$ cat src/hdl/dvru_pkg.sv
// ----------------------------------------------------------------------------
// dvru_pkg
// shared types and codes of the distance vector route update engine
// ----------------------------------------------------------------------------
package dvru_pkg;

   localparam int IFACE_SLOTS = 4;

   localparam logic [1:0] KIND_ADVERT  = 2'd0;
   localparam logic [1:0] KIND_READ    = 2'd1;
   localparam logic [1:0] KIND_INSTALL = 2'd2;

   localparam logic [2:0] ACT_APPENDED  = 3'd0;
   localparam logic [2:0] ACT_REPLACED  = 3'd1;
   localparam logic [2:0] ACT_KEPT      = 3'd2;
   localparam logic [2:0] ACT_REFUSED   = 3'd3;
   localparam logic [2:0] ACT_FULL      = 3'd4;
   localparam logic [2:0] ACT_READ      = 3'd5;
   localparam logic [2:0] ACT_BADIDX    = 3'd6;
   localparam logic [2:0] ACT_INSTALLED = 3'd7;

   localparam logic [2:0] REG_IFACE_0     = 3'd0;
   localparam logic [2:0] REG_IFACE_1     = 3'd1;
   localparam logic [2:0] REG_IFACE_2     = 3'd2;
   localparam logic [2:0] REG_IFACE_3     = 3'd3;
   localparam logic [2:0] REG_IFACE_COUNT = 3'd4;

   typedef enum logic [1:0] {
      ST_IDLE,
      ST_SCAN,
      ST_FINISH
   } state_type;

   typedef struct packed {
      logic [31:0] dest;
      logic [7:0]  cost;
      logic [31:0] next_hop;
      logic [31:0] iface;
   } entry_type;

   typedef struct packed {
      logic                  shift;
      entry_type             tail;
   } chain_ctl_type;

   typedef struct packed {
      logic [IFACE_SLOTS-1:0][31:0] addr;
      logic [2:0]                   count;
   } own_cfg_type;

endpackage

$ cat src/hdl/dvru_cell.sv
// ----------------------------------------------------------------------------
// dvru_cell
// one table slot of the rotating route chain
// ----------------------------------------------------------------------------
module dvru_cell (
   input  logic                clock,
   input  logic                shift,
   input  dvru_pkg::entry_type from_next,
   output dvru_pkg::entry_type entry
);

   dvru_pkg::entry_type entry_ff;
   dvru_pkg::entry_type entry_in;

   always_comb begin
      entry_in = entry_ff;
      if (shift) begin
         entry_in = from_next;
      end
   end

   always_ff @(posedge clock) begin
      entry_ff <= entry_in;
   end

   assign entry = entry_ff;

endmodule

$ cat config.mk
export PLATFORM = sky130hd
export DESIGN_NAME = dvru_cell
export DESIGN_NICKNAME = d
export VERILOG_FILES = /design/src/hdl/dvru_pkg.sv /design/src/hdl/dvru_cell.sv
export SDC_FILE = /design/constraint.sdc
export NUM_CORES = 1
export LEC_CHECK = 0
export BUFFER_PORTS_ARGS = -buffer_cell sky130_fd_sc_hd__buf_4
export CAP_MARGIN = 20
export CORE_ASPECT_RATIO = 0.9
export CORE_MARGIN = 1
export CORE_UTILIZATION = 41
export DETAILED_ROUTE_END_ITERATION = 16
export PLACE_DENSITY_LB_ADDON = 0.08
export SETUP_SLACK_MARGIN = 0.5
export SLEW_MARGIN = 30
export SYNTH_ARGS = -nofsm -noshare
export SYNTH_HDL_FRONTEND = slang
export SYNTH_SLANG_ARGS = --single-unit
$ cat constraint.sdc
create_clock -name clock -period 0.8 [get_ports clock]
set_clock_uncertainty 0.1 [all_clocks]
set_input_delay 0.08 -clock clock [delete_from_list [all_inputs] [get_ports clock]]
set_output_delay 0.08 -clock clock [all_outputs]
set_load 0.01 [all_outputs]
==> impl_results.md <==
* Post-layout min period at roughly 1.1 ns
* Hold Fails Final Rpt at between 100 and 150
* IO buf count at ~210
* Antenna cells at 0
* I/O Pins at between 200 and 250
* HP Class: in2reg
* Final WL at just under 9 mm
* Synthesis-stage register bit count at between 100 and 150
* RSZ-0062 raised after global routing: true
* Num CTS Buffers at 9
* Worst-margin pin slew at about 0.11 ns
* Worst hold slack at -0.2076 ns
* Final cell count without fillers at between 400 and 500
* Crit. Startpoint: entry[90]$_DFFE_PP_
* CP Depth at 1
* Initial antenna violation count at 0
* Top delay family on crit path: flip-flops
* Synthesized Nets at 210
* Max reg flops at ~100
* Clk sink count at ~100
* Largest net degree at the start of global routing at 18
* Cell Area, Synth at roughly 3100 um2
* Crit path launch type: register
* Final Max Tran Viols at 0
* Post-synthesis sequential area ratio at 100.0%
* Core area at roughly 7200 um2
* Crit Path Max Fanout at 1
* Per-cell routed wire length at about 20 um
* Multi-input gates at 0
* YS warnings at 0
* CP Capture Point: entry[90]
* Pre-CTS setup slack at -0.1197 ns
* Slowest Stage Delay on Critical Path at approximately 0.42 ns
* Flip-flop and latch area at 3123 um2
* Status: finished with violations
* Longest Clk Path Bufs at 2
* CTS tree: yes
* Area of the multi-input gates at 0 um2
* Tot GR Track Use at 22.64%
* Routed via count at just over 2000
* Placed cells at between 400 and 500
* Starting Density at between 40% and 50%
* Number of antenna-violating nets in the routed design at 0
* Final GP Congestion at approximately 0.68
* Vias per std cell at 4.559
* Rows at 29
* Die width at 94.00 um
* Cells after synthesis at roughly 100
* Avg Inst Size Synth at 30.03 um2
* Share of cells above drive strength 1 at between 70% and 80%
* Htree depth at 3
* Crit path required time at between 0.6 and 0.7 ns
* Leak at ~2.5 nW
* Critical path endpoint category: output port
* CTS root buffer: clkbuf_8
* PnR worst setup slack at -0.2982 ns
* Failing checks: hold timing, setup timing
* Yosys cell types at 1
* Fin crit share at 137.3%
* Worst path slowest cell: edfxtp_1
* Final setup vio count at 104
* First-pass GRT wire length at between 10 and 15 mm
* CP Data Arrival Time at between 0.9 and 1 ns
* Layout area overhead at 92.99%
* Fmax achieved at about 0.91 GHz
* VDD IR max at around 0.0016 V
* Worst Path Buf+Inv at 1
* Post-route DRC at 0
* # fillers at between 300 and 400
* Max capacitance violation total at 0
* Crit path kind: reg2out
* Drt pass-1 iters at 4
* GRT overflow at 0
* Crit-path cells: buf_6
* Clock transition at path regs at 0.10 ns
* Die Y at 84.80 um
* Drt initial violations at about 140
* Max-slew headroom at approximately 93%
* Die area at around 8000 um2
* Total power at between 10 and 15 mW
* Vias in the first global route at ~2200
* Fin nets at 459
* Setup TNS at -27.58 ns
* Pwr Density at 1973 nW/um2
==> stage by stage <==
stage          instance area, um2  utilization, %
2_1_floorplan                3123               -
3_3_place_gp                 4848           67.15
3_5_place_dp                 4848           67.15
4_1_cts                      5853           81.06
5_1_grt                      6027           83.47
6_report                     6027           83.47
==> cells in the mapped netlist (all sizes together) <==
master    n  area (um2)
edfxtp  104        3123
==> cell type report <==
class,instances,area share [%]
Clock buffer,10,2.117
Sequential cell,104,51.82
Timing Repair Buffer,238,43.01
Clock inverter,6,1.121
Tap cell,93,1.931
==> cell families after synthesis <==
| logic type | count (synthesis) | share of synthesized area [%] |
|---|---|---|
| DFF | 104 | 100.0 |
==> power breakdown <==
group	internal, mW	switching (mW)
clock network	1.47	1.75
logic	1.34	0.656
registers	6.48	0.203
==> routing by layer <==
metal	part of all wire [%]	wire, um	track usage, %
met3	9.4	827	9.149
met5	0	0	0
met4	1.8	161	7.832
met1	33	2930	23.96
met2	55	4880	40.48
==> layout by cell type, fill, tap and decap left out <==
master        n
buf_12        2
buf_16       18
buf_4       109
buf_6       106
buf_8         3
bufinv_16     1
clkbuf_1      1
clkbuf_8      9
clkinv_2      1
clkinvlp_4    2
edfxtp_1    104
inv_6         2
==> what timing repair did <==
item                                    4_1_cts  5_1_grt
gates resized for setup                      92       41
endpoints found under the setup margin      208      208
buffers inserted                             11        1
pin swaps                                     0        0
cloned                                       15        0
endpoints found under the hold margin       110      104
==> worst min path at each step <==
stage	from	to	slack (ns)	cells past startpoint
finish	from_next[71]	entry[71]$_DFFE_PP_	-0.21	1
global placement	from_next[19]	entry[19]$_DFFE_PP_	0.16	1
global route	from_next[65]	entry[65]$_DFFE_PP_	-0.23	1
floorplan	from_next[0]	entry[0]$_DFFE_PP_	0.08	0
detailed placement	from_next[32]	entry[32]$_DFFE_PP_	0.16	1
CTS	from_next[65]	entry[65]$_DFFE_PP_	-0.22	1
Note: power is estimated with default switching activity, not from simulation.
