File: config.mk
export PLATFORM = sky130hd
export DESIGN_NAME = dvru_ctrl
export DESIGN_NICKNAME = d
export VERILOG_FILES = /design/src/hdl/dvru_pkg.sv /design/src/hdl/dvru_ctrl.sv
export SDC_FILE = /design/constraint.sdc
export NUM_CORES = 2
export LEC_CHECK = 0
export ABC_CLOCK_PERIOD_IN_PS = 8700
export BUFFER_PORTS_ARGS = -buffer_cell sky130_fd_sc_hd__buf_4
export CORE_MARGIN = 10
export CORE_UTILIZATION = 50
export CTS_CLUSTER_SIZE = 30
export DETAILED_ROUTE_END_ITERATION = 10
export PLACE_DENSITY = 0.76
export REMOVE_ABC_BUFFERS = 1
export SLEW_MARGIN = 20
export SYNTH_ARGS = -nofsm -noshare
export SYNTH_HDL_FRONTEND = slang
export SYNTH_SLANG_ARGS = --single-unit
export TNS_END_PERCENT = 1
File: constraint.sdc
create_clock -name clock -period 8.7 [get_ports clock]
set_clock_uncertainty 0.15 [all_clocks]
set_input_delay 0 -clock clock [delete_from_list [all_inputs] [get_ports clock]]
set_output_delay 0 -clock clock [all_outputs]
set_load 0.02 [all_outputs]
File: src/hdl/dvru_pkg.sv
// ----------------------------------------------------------------------------
// dvru_pkg
// shared types and codes of the distance vector route update engine
// ----------------------------------------------------------------------------
package dvru_pkg;

   localparam int IFACE_SLOTS = 4;

   localparam logic [1:0] KIND_ADVERT  = 2'd0;
   localparam logic [1:0] KIND_READ    = 2'd1;
   localparam logic [1:0] KIND_INSTALL = 2'd2;

   localparam logic [2:0] ACT_APPENDED  = 3'd0;
   localparam logic [2:0] ACT_REPLACED  = 3'd1;
   localparam logic [2:0] ACT_KEPT      = 3'd2;
   localparam logic [2:0] ACT_REFUSED   = 3'd3;
   localparam logic [2:0] ACT_FULL      = 3'd4;
   localparam logic [2:0] ACT_READ      = 3'd5;
   localparam logic [2:0] ACT_BADIDX    = 3'd6;
   localparam logic [2:0] ACT_INSTALLED = 3'd7;

   localparam logic [2:0] REG_IFACE_0     = 3'd0;
   localparam logic [2:0] REG_IFACE_1     = 3'd1;
   localparam logic [2:0] REG_IFACE_2     = 3'd2;
   localparam logic [2:0] REG_IFACE_3     = 3'd3;
   localparam logic [2:0] REG_IFACE_COUNT = 3'd4;

   typedef enum logic [1:0] {
      ST_IDLE,
      ST_SCAN,
      ST_FINISH
   } state_type;

   typedef struct packed {
      logic [31:0] dest;
      logic [7:0]  cost;
      logic [31:0] next_hop;
      logic [31:0] iface;
   } entry_type;

   typedef struct packed {
      logic                  shift;
      entry_type             tail;
   } chain_ctl_type;

   typedef struct packed {
      logic [IFACE_SLOTS-1:0][31:0] addr;
      logic [2:0]                   count;
   } own_cfg_type;

endpackage

File: src/hdl/dvru_ctrl.sv
// ----------------------------------------------------------------------------
// dvru_ctrl
// sequencer at the head of the chain: compares, rewrites and reports
// ----------------------------------------------------------------------------
module dvru_ctrl #(
   parameter int TABLE_DEPTH = 64
) (
   input  logic                    clock,
   input  logic                    reset,
   input  dvru_pkg::own_cfg_type   own_cfg,
   input  logic                    req_valid,
   output logic                    req_stall,
   input  logic [1:0]              req_kind,
   input  logic [31:0]             req_dest_addr,
   input  logic [7:0]              req_route_cost,
   input  logic [31:0]             req_route_next_hop,
   input  logic [31:0]             req_sender_addr,
   input  logic [31:0]             req_arrival_iface,
   input  logic                    req_first_in_message,
   input  logic [5:0]              req_read_index,
   output logic                    rsp_valid,
   input  logic                    rsp_stall,
   output logic [2:0]              rsp_action,
   output logic [5:0]              rsp_entry_index,
   output logic [31:0]             rsp_entry_dest,
   output logic [7:0]              rsp_entry_cost,
   output logic [31:0]             rsp_entry_next_hop,
   output logic [31:0]             rsp_entry_iface,
   output logic [6:0]              rsp_entry_count,
   input  dvru_pkg::entry_type     head,
   output dvru_pkg::chain_ctl_type chain_ctl
);

   localparam int IW = $clog2(TABLE_DEPTH);
   localparam int CW = $clog2(TABLE_DEPTH + 1);
   localparam int XW = CW + 7;

   dvru_pkg::state_type state_ff, state_in;

   logic [IW-1:0]       k_ff, k_in;
   logic [CW-1:0]       valid_ff, valid_in;
   logic [CW-1:0]       limit_ff, limit_in;
   logic [CW-1:0]       lim_ff, lim_in;
   logic [1:0]          kind_ff, kind_in;
   logic [31:0]         dest_ff, dest_in;
   logic [7:0]          cost_ff, cost_in;
   logic [31:0]         hop_ff, hop_in;
   logic [31:0]         iface_ff, iface_in;
   logic [5:0]          ridx_ff, ridx_in;
   logic                own_ff, own_in;
   logic                found_ff, found_in;
   logic                decided_ff, decided_in;
   logic                grow_ff, grow_in;
   logic [2:0]          act_ff, act_in;
   logic [5:0]          idx_ff, idx_in;
   dvru_pkg::entry_type res_ff, res_in;

   logic                rsp_valid_ff, rsp_valid_in;
   logic [2:0]          rsp_act_ff, rsp_act_in;
   logic [5:0]          rsp_idx_ff, rsp_idx_in;
   dvru_pkg::entry_type rsp_entry_ff, rsp_entry_in;
   logic [6:0]          rsp_count_ff, rsp_count_in;

   logic                accept;
   logic                shift;
   logic                load;
   logic                last_step;
   logic [2:0]          own_count;
   logic                own_hit;
   logic [7:0]          newc;
   logic [CW-1:0]       limit_new;
   logic [XW-1:0]       k_x;
   logic [XW-1:0]       valid_x;
   logic [XW-1:0]       lim_x;
   logic [XW-1:0]       ridx_x;
   logic [XW-1:0]       count_x;
   logic [CW-1:0]       count_next;
   logic                match;
   dvru_pkg::entry_type fresh;
   dvru_pkg::entry_type tail;

   assign k_x       = XW'(k_ff);
   assign valid_x   = XW'(valid_ff);
   assign lim_x     = XW'(lim_ff);
   assign ridx_x    = XW'(ridx_ff);
   assign last_step = (k_ff == IW'(TABLE_DEPTH - 1));
   assign fresh     = '{dest: dest_ff, cost: cost_ff, next_hop: hop_ff, iface: iface_ff};
   assign count_next = valid_ff + CW'(grow_ff);
   assign count_x    = XW'(count_next);

   // own interface check on the advertised next hop
   always_comb begin
      own_count = own_cfg.count;
      if (own_cfg.count > 3'(dvru_pkg::IFACE_SLOTS)) begin
         own_count = 3'(dvru_pkg::IFACE_SLOTS);
      end
      own_hit = 1'b0;
      for (int i = 0; i < dvru_pkg::IFACE_SLOTS; i++) begin
         if ((3'(i) < own_count) && (own_cfg.addr[i] == req_route_next_hop)) begin
            own_hit = 1'b1;
         end
      end
   end

   assign newc = (req_route_cost == 8'hFF) ? 8'hFF : req_route_cost + 8'd1;

   // next state
   always_comb begin
      state_in = state_ff;
      unique case (state_ff)
         dvru_pkg::ST_IDLE: begin
            if (req_valid) begin
               state_in = dvru_pkg::ST_SCAN;
            end
         end
         dvru_pkg::ST_SCAN: begin
            if (last_step) begin
               state_in = dvru_pkg::ST_FINISH;
            end
         end
         dvru_pkg::ST_FINISH: begin
            if (!rsp_valid_ff || !rsp_stall) begin
               state_in = dvru_pkg::ST_IDLE;
            end
         end
         default: begin
            state_in = dvru_pkg::ST_IDLE;
         end
      endcase
   end

   // state outputs
   always_comb begin
      req_stall = 1'b1;
      shift     = 1'b0;
      load      = 1'b0;
      unique case (state_ff)
         dvru_pkg::ST_IDLE: begin
            req_stall = 1'b0;
         end
         dvru_pkg::ST_SCAN: begin
            shift = 1'b1;
         end
         dvru_pkg::ST_FINISH: begin
            load = !rsp_valid_ff || !rsp_stall;
         end
         default: begin
            req_stall = 1'b1;
         end
      endcase
   end

   assign accept = req_valid && !req_stall;

   // item datapath
   always_comb begin
      k_in       = k_ff;
      valid_in   = valid_ff;
      limit_in   = limit_ff;
      lim_in     = lim_ff;
      kind_in    = kind_ff;
      dest_in    = dest_ff;
      cost_in    = cost_ff;
      hop_in     = hop_ff;
      iface_in   = iface_ff;
      ridx_in    = ridx_ff;
      own_in     = own_ff;
      found_in   = found_ff;
      decided_in = decided_ff;
      grow_in    = grow_ff;
      act_in     = act_ff;
      idx_in     = idx_ff;
      res_in     = res_ff;
      limit_new  = limit_ff;
      tail       = head;
      match      = 1'b0;

      if (accept) begin
         if ((req_kind == dvru_pkg::KIND_ADVERT) && req_first_in_message) begin
            limit_new = valid_ff;
         end
         limit_in   = limit_new;
         lim_in     = (limit_new < valid_ff) ? limit_new : valid_ff;
         k_in       = '0;
         kind_in    = req_kind;
         dest_in    = req_dest_addr;
         iface_in   = req_arrival_iface;
         ridx_in    = req_read_index;
         own_in     = own_hit;
         found_in   = 1'b0;
         decided_in = 1'b0;
         grow_in    = 1'b0;
         res_in     = '0;
         idx_in     = '0;
         act_in     = dvru_pkg::ACT_FULL;
         cost_in    = req_route_cost;
         hop_in     = req_route_next_hop;
         case (req_kind)
            dvru_pkg::KIND_ADVERT: begin
               cost_in = newc;
               hop_in  = req_sender_addr;
            end
            dvru_pkg::KIND_INSTALL: begin
               act_in = dvru_pkg::ACT_FULL;
            end
            default: begin
               act_in = dvru_pkg::ACT_BADIDX;
               idx_in = req_read_index;
            end
         endcase
      end

      if (shift) begin
         k_in = k_ff + IW'(1);
         case (kind_ff)
            dvru_pkg::KIND_ADVERT: begin
               match = (k_x < lim_x) && (head.dest == dest_ff) && !decided_ff;
               if (match) begin
                  if (!found_ff) begin
                     found_in = 1'b1;
                     act_in   = dvru_pkg::ACT_KEPT;
                     idx_in   = k_x[5:0];
                     res_in   = head;
                  end
                  if (cost_ff < head.cost) begin
                     decided_in = 1'b1;
                     idx_in     = k_x[5:0];
                     if (own_ff) begin
                        act_in = dvru_pkg::ACT_REFUSED;
                        res_in = head;
                     end else begin
                        act_in = dvru_pkg::ACT_REPLACED;
                        tail   = fresh;
                        res_in = fresh;
                     end
                  end
               end
               if ((k_x == valid_x) && !found_ff) begin
                  act_in  = dvru_pkg::ACT_APPENDED;
                  idx_in  = k_x[5:0];
                  tail    = fresh;
                  res_in  = fresh;
                  grow_in = 1'b1;
               end
            end
            dvru_pkg::KIND_INSTALL: begin
               if (k_x == valid_x) begin
                  act_in  = dvru_pkg::ACT_INSTALLED;
                  idx_in  = k_x[5:0];
                  tail    = fresh;
                  res_in  = fresh;
                  grow_in = 1'b1;
               end
            end
            default: begin
               if ((k_x == ridx_x) && (ridx_x < valid_x)) begin
                  act_in = dvru_pkg::ACT_READ;
                  res_in = head;
               end
            end
         endcase
      end

      if (load) begin
         valid_in = count_next;
      end
   end

   // result register
   always_comb begin
      rsp_valid_in = rsp_valid_ff && rsp_stall;
      rsp_act_in   = rsp_act_ff;
      rsp_idx_in   = rsp_idx_ff;
      rsp_entry_in = rsp_entry_ff;
      rsp_count_in = rsp_count_ff;
      if (load) begin
         rsp_valid_in = 1'b1;
         rsp_act_in   = act_ff;
         rsp_idx_in   = idx_ff;
         rsp_entry_in = res_ff;
         rsp_count_in = count_x[6:0];
      end
   end

   always_ff @(posedge clock) begin
      if (reset) begin
         state_ff     <= dvru_pkg::ST_IDLE;
         valid_ff     <= '0;
         limit_ff     <= '0;
         rsp_valid_ff <= 1'b0;
      end else begin
         state_ff     <= state_in;
         valid_ff     <= valid_in;
         limit_ff     <= limit_in;
         rsp_valid_ff <= rsp_valid_in;
      end
   end

   always_ff @(posedge clock) begin
      k_ff         <= k_in;
      lim_ff       <= lim_in;
      kind_ff      <= kind_in;
      dest_ff      <= dest_in;
      cost_ff      <= cost_in;
      hop_ff       <= hop_in;
      iface_ff     <= iface_in;
      ridx_ff      <= ridx_in;
      own_ff       <= own_in;
      found_ff     <= found_in;
      decided_ff   <= decided_in;
      grow_ff      <= grow_in;
      act_ff       <= act_in;
      idx_ff       <= idx_in;
      res_ff       <= res_in;
      rsp_act_ff   <= rsp_act_in;
      rsp_idx_ff   <= rsp_idx_in;
      rsp_entry_ff <= rsp_entry_in;
      rsp_count_ff <= rsp_count_in;
   end

   assign chain_ctl.shift = shift;
   assign chain_ctl.tail  = tail;

   assign rsp_valid          = rsp_valid_ff;
   assign rsp_action         = rsp_act_ff;
   assign rsp_entry_index    = rsp_idx_ff;
   assign rsp_entry_dest     = rsp_entry_ff.dest;
   assign rsp_entry_cost     = rsp_entry_ff.cost;
   assign rsp_entry_next_hop = rsp_entry_ff.next_hop;
   assign rsp_entry_iface    = rsp_entry_ff.iface;
   assign rsp_entry_count    = rsp_count_ff;

endmodule

==> impl_summary.md <==
Worst setup path
The category of the worst setup path launch point is a flop. The type of the setup path with the least slack is reg2out. The critical path contains buffers and inverters numbering 2 combined. The slowest cell on the critical path is sky130_fd_sc_hd__and2b_4. The required time at the worst-slack endpoint is 8.55 ns. Traced cell by cell, the critical path runs through ha_1 -> a2111o_1 -> a31oi_4 -> and2b_4 -> nand2_4 -> nor2_1 -> o21ai_4 -> buf_4 -> mux2_2 -> buf_4. In this run the worst path has a maximum fanout of 65. On the worst path, the slowest cell contributes a delay of 0.71 ns.

Among the stages of the critical path, the cell type that occurs most often is sky130_fd_sc_hd__buf_4. The worst setup path is captured at a primary output. At the worst endpoint, the arrival time is 5.02 ns. The cell class contributing the biggest share of worst-path delay is simple AND/OR/NAND/NOR gates.

Clock network
The buffer levels on the longest clock path is 3. TritonCTS built the clock tree. The number of buffers inserted to repair setup after CTS is 0. After clock tree synthesis, the clock-pin slew on the worst setup and hold paths is 0.06 ns. Counting every sink on the clock net gives 379. CTS built an H-tree with a depth of 2. The clock network latency to the later pin of the worst-skew pair is 0.59 ns. The count of cells resized by post-cts repair is 0. In this run, CTS created clock tree buffers numbering 43.

The count of hold buffers inserted by post-cts repair is 309. The root buffer cell chosen for the clock tree is sky130_fd_sc_hd__clkbuf_16.

Place
The post-detailed-placement cell area is 29800 um2. Port buffering added 610 buffers. The final estimated routing congestion in global placement is 0.963. The wire-length estimate of the detail-placed layout is 73.3 mm. The total placed cells including tap cells is 3699.

STA
The final setup TNS is 0 ns. The final critical path time including I/O delays and setup is 5.17 ns. The hold violation count in the final report is 0. The post-route clock period utilization is 0.594.

The final count of pins violating max slew is 0. For the pin with the worst max-slew slack, the measured transition is 1.21 ns. Measured against its own limit, the worst slew margin works out to 0.191. Setup repair after global routing left no endpoint under its margin. Setup violations remaining at the end of the flow were counted as 0. The hold slack is 0.00917 ns.

The maximum clock frequency is 0.193 GHz.

Detailed routing
The final layout contains routed wiring with a total length of 115 mm. The count of nets left with antenna violations once routing finished came out at 0. The count of TritonRoute iterations in the first routing pass is 8.

The count of routing violations after the opening detailed-route iteration is 3775. In the routed layout, each cell is associated on average with a via count of 6.61. For this run, design rule violations remaining after detail routing come to 0. After detailed routing, the average wire length per cell comes to 28.1 um. The routed layout has 27053 vias.

Synth
The mapped netlist covers 25100 um2. The register area share after synthesis is 0.400. For this run, the leading register cell type out of synthesis is sky130_fd_sc_hd__edfxtp_1. The count of flip-flops with a built-in enable after synthesis is 246.

The cell count after synthesis is 2641. A synthesized cell averages 9.51 um2. The netlist uses 64 different library cells. Counting flops with an async set or reset pin after synthesis yields a share of 0. The number of synthesized register bits is 379. The Yosys step of the flow raised 0 warnings.

Floorplanning
The core box area is 49900 um2. From bottom edge to top edge, the die measures 244 um. The initial standard-cell utilization of the core is 0.504.

In this run the count of I/O pins placed on the die edge is 611. The floorplan step defined a die boundary enclosing 59600 um2. The number of placement rows is 82. Measured along the x axis, the die boundary spans 244 um.

Hold path
The path category of the worst min-delay check is in2reg.

Global route
The maximum number of pins on one net before global-route repair is 109. The first global-routing pass estimated 170 mm of wire. The total overflow reported by the global router is 0. The via count of the first global-routing pass is 27338. The initial antenna violation count was 1. The total routing resource utilization after global routing is 0.363.

Cells and area
The layout-stage area growth over the synthesis result is 36.5%. In the layout the commonest cells are sky130_fd_sc_hd__buf_4 (637), sky130_fd_sc_hd__dlygate4sd3_1 (311), sky130_fd_sc_hd__mux2_2 (251). Leaving out fill and tap cells, the most frequent cell in the layout is sky130_fd_sc_hd__buf_4.

The total number of nets in the final design is 3794. The number of standard cells in the layout, taps in and fillers out is 4095. After routing the design area is 34300 um2. Of the cells placed in the final design, the portion with a size suffix greater than 1 is 0.284.

Pwr
The total power divided by cell area is 168 nW/um2. In this run the static leakage power is 13.6 nW. Across the VDD grid, the largest voltage drop is 0.154 mV.

Flow run
The reported max-cap violation count is 0.

Status
The run finished with clean final reports.
state kept, by name, summed over array words and instances, names as in the netlist, 8 cells and up:
signal              cells
iface_ff               32
dest_ff                32
rsp_entry_next_hop     32
hop_ff                 32
rsp_entry_dest         32
res_ff                104
cost_ff                 8
rsp_entry_iface        32
rsp_entry_cost          8
cells by family (layout without fill, tap and decap cells):
group | after synthesis | after routing | synth area share
xor+xnor | 188 | 188 | 0.0656
other cells | 0 | 5 | 0
mux | 258 | 258 | 0.115
flops | 379 | 379 | 0.400
compound gates | 818 | 818 | 0.221
buf+inv | 284 | 1061 | 0.0475
fa+ha+maj | 27 | 27 | 0.0134
simple gates | 687 | 687 | 0.137
worst reg2reg max path, stage by stage (launching register included):
cell and delay (ns):
sky130_fd_sc_hd__edfxtp_1 0.47, sky130_fd_sc_hd__ha_1 0.32, sky130_fd_sc_hd__a2111o_1 0.41, sky130_fd_sc_hd__a31oi_4 0.29, sky130_fd_sc_hd__and2b_4 0.71, sky130_fd_sc_hd__nand2_4 0.51, sky130_fd_sc_hd__buf_4 0.54, sky130_fd_sc_hd__o211ai_1 0.48
sky130_fd_sc_hd__o211ai_1 0.13, sky130_fd_sc_hd__a21o_1 0.21
final cells by class:
class	instances	area (um2)
antenna	5	12.5
clock buffer	59	1190
clock inverter	21	163
fill	3673	15600
inverter	32	125
multi-input combinational	1978	14000
sequential	379	10000
tap	672	841
timing repair buffer	949	7910
final timing paths:
path	cells past startpoint	slack [ns]	startpoint	to
setup / recovery	10	3.53	cost_ff[1]$_DFFE_PP_	chain_ctl[17]
hold / removal	2	0.009	req_arrival_iface[4]	iface_ff[4]$_DFFE_PP_
setup reg to reg	9	4.37	cost_ff[1]$_DFFE_PP_	res_ff[36]$_DFF_P_
hold reg to reg	0	0.27	res_ff[29]$_DFF_P_	rsp_entry_iface[29]$_DFFE_PP_
metal layers:
layer	global-route usage	wire [um]
met5	0	0
met4	0.200	7820
met3	0.0801	12400
met2	0.620	55600
met1	0.417	39100
synth_stat cells (31+ instances only):
| cell type | n | share of area |
|---|---|---|
| sky130_fd_sc_hd__xnor2_1 | 161 | 0.056 |
| sky130_fd_sc_hd__o31ai_1 | 99 | 0.030 |
| sky130_fd_sc_hd__a21o_1 | 74 | 0.022 |
| sky130_fd_sc_hd__nand4_1 | 41 | 0.010 |
| sky130_fd_sc_hd__nand2_1 | 120 | 0.018 |
| sky130_fd_sc_hd__or4_1 | 70 | 0.021 |
| sky130_fd_sc_hd__a22o_1 | 69 | 0.024 |
| sky130_fd_sc_hd__o21a_1 | 31 | 0.0093 |
| sky130_fd_sc_hd__mux2_2 | 251 | 0.11 |
| sky130_fd_sc_hd__dfxtp_1 | 133 | 0.11 |
| sky130_fd_sc_hd__nor3_1 | 59 | 0.012 |
| sky130_fd_sc_hd__a21oi_1 | 141 | 0.028 |
| sky130_fd_sc_hd__inv_1 | 31 | 0.0046 |
| sky130_fd_sc_hd__and2_1 | 100 | 0.025 |
| sky130_fd_sc_hd__clkbuf_1 | 193 | 0.029 |
| sky130_fd_sc_hd__edfxtp_1 | 246 | 0.29 |
| sky130_fd_sc_hd__nor2_1 | 230 | 0.034 |
| sky130_fd_sc_hd__o21ai_0 | 135 | 0.027 |
| sky130_fd_sc_hd__buf_2 | 38 | 0.0076 |
| sky130_fd_sc_hd__o211ai_1 | 138 | 0.041 |
metrics by stage:
stage | power, W | util | worst slack (ns)
final | 0.00575 | 0.687 | 3.53
after detailed placement | 0.00377 | 0.598 | 4.33
after CTS | 0.00567 | 0.687 | 3.66
after global placement | 0.00372 | 0.598 | 4.39
after global routing | 0.00592 | 0.687 | 3.45
after floorplan | 0.00314 | - | -6.12
power breakdown:
group / internal, W / switching (W)
clock: 0.00102 / 0.000800
combinational: 0.000668 / 0.000961
sequential: 0.00212 / 0.000178
Power figures use the tool's default switching activity.
